**src/rtl/fgp_pkg.sv**
```systemverilog
package fgp_pkg;

    // Request commands.
    localparam logic [1:0] CMD_MAP   = 2'd0;
    localparam logic [1:0] CMD_EVICT = 2'd1;
    localparam logic [1:0] CMD_CLEAR = 2'd2;

    // Response status codes.
    localparam logic [2:0] ST_PLACED  = 3'd0;
    localparam logic [2:0] ST_PRESENT = 3'd1;
    localparam logic [2:0] ST_LIMIT   = 3'd2;
    localparam logic [2:0] ST_NOCELL  = 3'd3;
    localparam logic [2:0] ST_DONE    = 3'd4;

    // Configuration register indexes.
    localparam logic REG_FOLD_EN = 1'b0;
    localparam logic REG_LIMIT   = 1'b1;

    localparam int CNT_W   = 5;
    localparam int CNT_MAX = 31;

    typedef struct packed {
        logic [1:0]  cmd;
        logic [3:0]  virt_row;
        logic [11:0] virt_col;
    } t_req;

    typedef struct packed {
        logic [2:0]  status;
        logic [3:0]  phys_row;
        logic [3:0]  phys_col;
        logic        row_folded;
        logic [31:0] fold_total;
    } t_rsp;

    // Controller to datapath.
    typedef struct packed {
        logic load;
        logic scan;
        logic exec;
    } t_cmd;

    // Datapath to controller.
    typedef struct packed {
        logic scan_done;
        logic out_free;
    } t_sts;

endpackage

```
**src/rtl/fgp_ctrl.sv**
```systemverilog
module fgp_ctrl (
    input  logic          i_clk,
    input  logic          i_rst_n,
    input  logic          i_in_valid,
    input  logic [1:0]    i_in_cmd,
    input  fgp_pkg::t_sts i_sts,
    output fgp_pkg::t_cmd o_cmd,
    output logic          o_idle
);

    typedef enum logic [2:0] {
        S_IDLE = 3'b001,
        S_SCAN = 3'b010,
        S_EXEC = 3'b100
    } t_state;

    t_state r_state, n_state;
    fgp_pkg::t_cmd w_cmd;

    always_comb begin
        n_state = r_state;
        w_cmd   = '0;
        case (r_state)
            S_IDLE: begin
                if (i_in_valid) begin
                    w_cmd.load = 1'b1;
                    if (i_in_cmd inside {fgp_pkg::CMD_MAP, fgp_pkg::CMD_EVICT}) begin
                        w_cmd.scan = 1'b1;
                        n_state    = S_SCAN;
                    end else begin
                        n_state = S_EXEC;
                    end
                end
            end
            S_SCAN: begin
                if (i_sts.scan_done) begin
                    n_state = S_EXEC;
                end
            end
            S_EXEC: begin
                if (i_sts.out_free) begin
                    w_cmd.exec = 1'b1;
                    n_state    = S_IDLE;
                end
            end
            default: begin
                n_state = S_IDLE;
            end
        endcase
    end

    always_ff @(posedge i_clk) begin
        if (!i_rst_n) begin
            r_state <= S_IDLE;
        end else begin
            r_state <= n_state;
        end
    end

    assign o_cmd  = w_cmd;
    assign o_idle = (r_state == S_IDLE);

`ifndef NO_ASSERTIONS
    a_exec_free: assert property (@(posedge i_clk) disable iff (!i_rst_n)
        w_cmd.exec |-> i_sts.out_free)
        else $error("execute step issued while the response register is busy");
    a_scan_ends: assert property (@(posedge i_clk) disable iff (!i_rst_n)
        (r_state == S_SCAN && i_sts.scan_done) |=> (r_state == S_EXEC))
        else $error("scan completion did not lead to the execute step");
`endif

endmodule

```
**config.mk**
```make
export PLATFORM = sky130hd
export DESIGN_NAME = fgp_ctrl
export DESIGN_NICKNAME = d
export VERILOG_FILES = /design/src/rtl/fgp_pkg.sv /design/src/rtl/fgp_ctrl.sv
export SDC_FILE = /design/constraint.sdc
export NUM_CORES = 1
export LEC_CHECK = 0
export BUFFER_PORTS_ARGS = -buffer_cell sky130_fd_sc_hd__buf_2
export CAP_MARGIN = 0
export CORE_AREA = 4 4 41 43
export CTS_CLUSTER_SIZE = 25
export DETAILED_ROUTE_END_ITERATION = 10
export DIE_AREA = 0 0 45 47
export SKIP_CTS_REPAIR_TIMING = 1
export SYNTH_ARGS = -nofsm -noshare
export SYNTH_HDL_FRONTEND = slang
export SYNTH_SLANG_ARGS = --single-unit
```
**constraint.sdc**
```tcl
create_clock -name i_clk -period 1.2 [get_ports i_clk]
set_input_delay 0.12 -clock i_clk [delete_from_list [all_inputs] [get_ports i_clk]]
set_output_delay 0.12 -clock i_clk [all_outputs]
set_load 0.02 [all_outputs]
```
After elaboration in Yosys (flattened, before gate mapping)
Index checks and enable logic that the tools add are counted.
{"block": "word_totals", "reg_bits": 3, "latchBits": 0, "ramBits": 0, "romBits": 0, "out_inout_bits": 4, "wordCells": 21, "n_memories": 0}
{"block": "op_classes", "add_sub_neg": 0, "mul": 0, "div": 0, "n_lt_le_gt_ge": 0, "eq_ne": 7, "shifts": 0, "mux": 10, "bitwise_logic": 0, "n_reduce_logical": 3}
{"operator": "2-to-1 mux 3 bit", "n": 4}
{"operator": "one-hot mux 3 bit (3 select lines)", "n": 1}
{"operator": "inequality test 2 bit, second input constant", "n": 3}
{"operator": "2-to-1 mux 2 bit", "n": 2}
{"operator": "equality test 3 x 1 -> 1 bit, second input constant", "n": 1}
{"operator": "equality test 3 x 2 -> 1 bit, second input constant", "n": 1}
{"operator": "equality test 3 bit, second input constant", "n": 1}
{"operator": "2-to-1 mux 1 bit", "n": 3}
{"operator": "AND reduction 3 bit", "n": 1}
{"operator": "equality test 2 x 1 -> 1 bit, second input constant", "n": 1}
{"operator": "logical NOT 2 bit", "n": 1}
{"operator": "nonzero test 2 bit", "n": 1}

Logic depth before layout (Yosys ltp)
Gate-level depths: netlist of run 1.
{"block": "logic_depth", "word_depth": 5, "ltp_mapped": 4, "mapped_depth_nobuf": 3}

Least setup slack after synthesis of run 1
No wires, ideal clock.
{"block": "synth_timing", "path_kind": "register -> register", "startpoint": "register r_state[1]", "endpoint": "register r_state[0]", "arrival_time_ns": 1.182, "slack_ns": -0.132, "path_stages_with_launch": 4, "synth_period_minus_slack_ns": 1.332, "path_cell_list": "dfxtp_1 > nand2b_1 > nor3_1 > o21ai_0"}
{"block": "synth_via", "elab_chain_len": 3}
{"item": "from (decl)", "line": "fgp_ctrl.sv:17", "text": "t_state r_state, n_state;"}
{"item": "from (signal assigned)", "line": "fgp_ctrl.sv:56", "text": "r_state <= n_state;"}
{"item": "equality test 3 x 2 -> 1 bit, or another cell as far along", "line": "fgp_ctrl.sv:23", "text": "case (r_state)"}
{"item": "inequality test 2 bit (no line)"}
{"item": "AND reduction 3 bit (no line)"}
Several ways; a longest one is shown, not always the timed one.
A chain may end at the register's enable or synchronous reset.

==> results of run 1 <==
## kinds of logic after synthesis
group                  count (synthesis)  synth area share (%)
AO/OA/AOI/OAI                          5                 24.65
buffers and inverters                  2                 6.338
flip-flops                             3                 33.80
AND/OR/NAND/NOR                        9                 35.21
## power by group
part / internal, uW / leakage (uW) / switching [uW]
Clock: 124 / 0.0000150 / 50.0
Sequential: 108 / 0.0000255 / 8.67
Combinational: 59.4 / 0.0000999 / 56.0
## cell type report
type	count	share of cell area, %
multi-input combinational	14	43.01
timing repair buffer	12	24.01
inverter	1	1.075
clock buffer	4	7.527
sequential	3	19.00
tap	15	5.376
## metrics by stage
stage                     instances  TNS (ns)
after global placement           44         0
final                            49  -0.07987
after CTS                        48   -0.3224
after detailed placement         44         0
after floorplan                  19         0
after global routing             49   -0.2534
## layer usage
layer / vias up / GRT usage (%) / part of all wire [%]
met5: - / 0 / 0
met4: 0 / 7.018 / 0
met3: 0 / 2.682 / 5.8
met2: 6 / 6.497 / 51
met1: 92 / 5.669 / 43
li1: 105 / - / -
## Yosys cell counts
| master | number |
|---|---|
| or4b_1 | 1 |
| o21ai_2 | 1 |
| o32a_1 | 1 |
| nand2b_1 | 2 |
| o21ai_0 | 1 |
| nor3b_1 | 2 |
| nor3_1 | 1 |
| buf_4 | 1 |
| dfxtp_1 | 3 |
| nor4_1 | 1 |
| inv_1 | 1 |
| o221a_1 | 1 |
| nor2_1 | 1 |
| nor4bb_1 | 1 |
| o22a_1 | 1 |
## worst max path at each step
stage | startpoint | endpoint | slack [ns] | cells after the start
5_1_grt | r_state[0] | o_cmd[0] | -0.10 | 3
3_3_place_gp | r_state[0] | r_state[2] | 0.02 | 3
2_1_floorplan | r_state[2] | r_state[2] | 0.03 | 4
3_5_place_dp | r_state[1] | r_state[1] | 0.01 | 3
6_report | r_state[0] | o_cmd[0] | -0.04 | 3
4_1_cts | r_state[1] | o_cmd[2] | -0.11 | 3
==> summary.txt, run 1 <==
Critical path
  – Setup slack, reg-to-reg: -0.03 ns
  – Worst setup SP type: flip-flop
  – Setup crit end kind: primary output
  – Slowest cell on the critical path: dfxtp_4
  – CP delay by family, top: flip-flops
  – RR Endpoint: r_state[2]
  – CP Cell Sequence: buf_6 > nor4bb_4 > buf_4
  – Reg2reg start: r_state[0]
  – Worst r2r path cells: 3
  – CP required: 1.08 ns
  – Critical-path maximum fanout: 4
  – CP max stage delay: 0.35 ns
  – Worst path bufs/invs: 2
  – Critical path data arrival time: 1.12 ns
  – Kind of critical path: flip-flop to primary output

Global route
  – Antenna violations before repair: 0
  – Overflow after GRT: 0
  – First-pass GRT wire length: 717 um
  – Global Route Usage Sum: 5.288%
  – Largest net degree at the start of global routing: 9
  – Vias in the first global route: 175

Synth
  – Count of cell types in the netlist: 15
  – Largest area contributor in the netlist: dfxtp_1
  – Mean post-synth cell area: 9.351 sq um
  – Mapped Cells: 19
  – #FFs+latches synth: 3
  – Synthesized Nets: 26
  – Yosys warning count: 0
  – Post-synthesis sequential area ratio: 33.80%
  – Top post-synthesis cells by area: dfxtp_1 (34%), nor3b_1 (8.5%), nand2b_1 (7.0%)
  – Syn Std Cell Area: 177.7 sq um
  – Yosys top cell area share: 33.80%

Clocking
  – CTS tree: built
  – CTS sink cnt: 3
  – Clock Path Buffers: 2
  – Clock-pin slew of the registers on the worst-case setup and hold paths: 0.04 ns
  – Num CTS Buffers: 3
  – Htree depth: 1
  – Clk Latency, worst-skew pair: 0.23 ns
  – Root buffer cell: clkbuf_4

Floorplanning
  – Die W: 45 um
  – # rows: 13
  – Ports: 11
  – CORE AREA: 1301 sq um
  – Initial Utilization: 13.65%
  – Full die area: 2115 sq um
  – Die height: 47 um

STA
  – Final setup fails: 3
  – Hold WS: 0.07449 ns
  – Fin. max-slew vios: 0
  – Worst-Margin Slew: 0.1859 ns
  – Slew Limit Headroom: 87.59%
  – Fmax: 809.2 MHz
  – Period utilization: 103.0%
  – Final min period: 1.236 ns
  – Setup ws final: -0.03579 ns
  – RSZ-0062 raised after global routing: true
  – Final hold vios: 0
  – Worst Skew: 0.003786 ns

Routing
  – Vias: 203
  – DRC violations left: 0
  – Routed wire length: 532 um
  – Initial DRC Count: 1
  – Wire per inst: 10.86 um
  – Antenna-violating nets left: 0
  – 1st-pass router iterations: 2
  – Vias/cell: 4.143

Run
  – Max Cap Viol: 0

Min path
  – Worst Hold End: r_state[0]
  – Hold crit path type: primary input to flip-flop
  – Hold depth: 2
  – Hold_sp: i_rst_n

Cells and area
  – Max reg flops: 3
  – Fill count: 152
  – Registers with the most flip-flops: r_state: 3 flops
  – Multi-input logic area: 150.1 sq um
  – Final net count: 42
  – Top reg by flops: r_state
  – Share of cells above drive strength 1: 70.59%
  – Most common cell after layout, fill and taps aside: buf_2
  – Reg area: 66.31 sq um
  – Most frequent cells in the layout: buf_2 (7), clkbuf_4 (3), buf_6 (3)
  – Area growth, synth to finish: 96.48%
  – # diodes: 0
  – Core Util, Final: 26.83%
  – Final instance area: 349.1 sq um

Power
  – Leakage: 0.0001405 uW
  – Pwr Total: 406.9 uW
  – Peak VDD IR: 275.9 uV
  – Pwr Density: 1166 nW/um^2

Status
  – Status: complete, but fails checks
  – Failing checks: negative setup slack

Placement
  – RD Place Congestion: 0.6587
  – DP Worst Slack: 0.01056 ns
  – Placed cell areas: 266.5 sq um
  – PortBufs: 9
Note: power is estimated with default switching activity, not from simulation.
==> inputs of run 2 (changes only) <==
--- a/config.mk
+++ b/config.mk
@@ -7,11 +7,12 @@
 export LEC_CHECK = 0
 export BUFFER_PORTS_ARGS = -buffer_cell sky130_fd_sc_hd__buf_2
 export CAP_MARGIN = 0
-export CORE_AREA = 4 4 41 43
+export CORE_AREA = 2 2 39 41
 export CTS_CLUSTER_SIZE = 25
 export DETAILED_ROUTE_END_ITERATION = 10
-export DIE_AREA = 0 0 45 47
+export DIE_AREA = 0 0 41 43
 export SKIP_CTS_REPAIR_TIMING = 1
 export SYNTH_ARGS = -nofsm -noshare
 export SYNTH_HDL_FRONTEND = slang
 export SYNTH_SLANG_ARGS = --single-unit
+export TNS_END_PERCENT = 5
==> constraint.sdc (replaced) <==
create_clock -name i_clk -period 1.4 [get_ports i_clk]
set_input_delay 0.14 -clock i_clk [delete_from_list [all_inputs] [get_ports i_clk]]
set_output_delay 0.14 -clock i_clk [all_outputs]
set_load 0.02 [all_outputs]
==> run 2 against run 1 <==
Compared with the run above: the flow now finishes without violations; global-route usage grew 0.64 points; register-to-register slack gained 0.25 ns; first-iteration DRC count rose to 4.0 times the previous value; total power is 22% lower; clock skew shrank 0.0030 ns; flip-flop and latch count unchanged; combinational power down 40%; critical path type unchanged; largest cell class unchanged.
==> summary.txt, run 2 (synthesis gave the netlist of run 1 again) <==
Clocking
  – Clock Path Buffers: 2 (unchanged)
  – CTS sink cnt: 3 (unchanged)
  – Clk Latency, worst-skew pair: 0.23 ns (about the same)
  – Clock-pin slew of the registers on the worst-case setup and hold paths: 0.04 ns (about the same)
  – Htree depth: 1 (unchanged)
  – CTS tree: built (unchanged)
  – Num CTS Buffers: 3 (unchanged)
  – Root buffer cell: clkbuf_4 (unchanged)

Floorplanning
  – Ports: 11 (unchanged)
  – Initial Utilization: 12.84% (was 13.65%)
  – # rows: 14 (was 13)
  – CORE AREA: 1384 sq um (was 1301 sq um)
  – Die height: 43 um (was 47 um)
  – Full die area: 1763 sq um (was 2115 sq um)
  – Die W: 41 um (was 45 um)

STA
  – Hold WS: 0.1110 ns (was 0.07449 ns)
  – Period utilization: 96.27%
  – Final hold vios: 0 (unchanged)
  – Fin. max-slew vios: 0 (unchanged)
  – Final setup fails: 0 (was 3)
  – Slew Limit Headroom: 83.99% (was 87.59%)
  – RSZ-0062 raised after global routing: true (unchanged)
  – Worst-Margin Slew: 0.2401 ns (was 0.1859 ns)
  – Final min period: 1.348 ns
  – Fmax: 742.0 MHz
  – Worst Skew: 0.0007938 ns (was 0.003786 ns)
  – Final setup TNS: 0 ns (was -0.07987 ns)

Global route
  – Overflow after GRT: 0 (unchanged)
  – Antenna violations before repair: 0 (unchanged)
  – Global Route Usage Sum: 5.924% (was 5.288%)
  – Vias in the first global route: 154 (was 175)
  – First-pass GRT wire length: 586 um (was 717 um)
  – Largest net degree at the start of global routing: 9 (unchanged)

Cells and area
  – Share of cells above drive strength 1: 43.75% (was 70.59%)
  – Most common cell after layout, fill and taps aside: buf_2 (unchanged)
  – Registers with the most flip-flops: r_state: 3 flops (unchanged)
  – Final instance area: 269.0 sq um (was 349.1 sq um)
  – Area growth, synth to finish: 51.41% (was 96.48%)
  – Final net count: 40 (was 42)
  – Top reg by flops: r_state (unchanged)
  – # diodes: 0 (unchanged)
  – Most frequent cells in the layout: buf_2 (9), clkbuf_4 (3), dfxtp_1 (3) (was buf_2 (7), clkbuf_4 (3), buf_6 (3))
  – Non-Filler Instances: 48 (was 49)
  – Fill count: 161 (was 152)
  – Max reg flops: 3 (unchanged)

Routing
  – Vias: 184 (was 203)
  – Vias/cell: 3.833 (was 4.143)
  – Initial DRC Count: 4 (was 1)
  – Routed wire length: 443 um (was 532 um)
  – Wire per inst: 9.229 um (was 10.86 um)
  – DRC violations left: 0 (unchanged)
  – Antenna-violating nets left: 0 (unchanged)
  – 1st-pass router iterations: 4 (was 2)

Power
  – Peak VDD IR: 231.3 uV (was 275.9 uV)
  – Pwr Density: 1173 nW/um^2 (was 1166 nW/um^2)
  – Leakage: 0.0001161 uW (was 0.0001405 uW)

Critical path
  – CP required: 1.26 ns (was 1.08 ns)
  – Critical-path maximum fanout: 6 (was 4)
  – Kind of critical path: flip-flop to primary output (unchanged)
  – Setup slack, reg-to-reg: 0.22 ns (was -0.03 ns)
  – Worst setup SP type: flip-flop (unchanged)
  – CP max stage delay: 0.32 ns (was 0.35 ns)
  – Setup crit end kind: primary output (unchanged)
  – CP Cell Sequence: nand2b_1 > nor3_1 > buf_2 (was buf_6 > nor4bb_4 > buf_4)
  – Critical path data arrival time: 1.21 ns (was 1.12 ns)
  – Slowest cell on the critical path: dfxtp_1 (was dfxtp_4)

Min path
  – Hold crit path type: primary input to flip-flop (unchanged)

Status
  – Status: completed (was complete, but fails checks)

Placement
  – Placed cell areas: 242.7 sq um (was 266.5 sq um)
  – RD Place Congestion: 0.6523 (was 0.6587)
  – Dpl cells: 44 (unchanged)
  – Post-DP HPWL: 333.7 um
  – PortBufs: 9 (unchanged)

Run
  – Max Cap Viol: 0 (unchanged)
-- run 2: changes by cell type in the layout (fill, tap and decap cells not counted), moves of 2 or more --
| cell | before | now |
|---|---|---|
| dfxtp_2 | 2 | 0 |
| buf_2 | 7 | 9 |
| dfxtp_1 | 0 | 3 |
| buf_6 | 3 | 0 |
-- run 2: path summary, 6_finish.rpt --
check	startpoint	end	cells after the start
max	r_state[1]	o_cmd[2]	3
min	i_rst_n	r_state[0]	2
max reg2reg	r_state[0]	r_state[2]	3
min reg2reg	r_state[2]	r_state[1]	2
-- run 2: routing by layer --
metal  vias up  global-route usage [%]  share of wire [%]
met5         -                       0                  0
met4         0                   10.00                  0
met3         0                   3.141                8.1
met2         7                   5.000                 41
met1        76                   7.074                 50
li1        101                       -                  -
-- run 2: power by group --
part	total (uW)	leakage, uW	switching [uW]	internal, uW
registers	96.1	0.0000247	3.95	92.1
clock network	150	0.0000150	43.7	107
logic	69.0	0.0000765	39.3	29.7
-- run 2: stage by stage --
stage	setup WS, ns	utilization (%)	total power, uW
6_report	0.05221	19.44	315.5
3_3_place_gp	0.2332	17.54	165.7
4_1_cts	0.02634	19.44	326.1
5_1_grt	-0.03676	19.44	337.7
2_1_floorplan	0.06830	-	142.4
3_5_place_dp	0.2276	17.54	166.1
-- run 2: critical path: cells and delay by family, from the launching register on --
| kind | cells | cell delay, ns |
|---|---|---|
| buffers and inverters | 1 | 0.20 |
| flip-flops | 1 | 0.32 |
| AND/OR/NAND/NOR | 2 | 0.45 |
-- run 2: final cells by class --
class / instances / area, sq um / share of cell area, %
inverters: 1 / 3.754 / 1.395
repair buffers: 10 / 52.55 / 19.53
flip-flops and latches: 3 / 60.06 / 22.33
well taps: 16 / 20.02 / 7.442
multi-input cells: 14 / 106.4 / 39.53
clock buffers: 4 / 26.28 / 9.767
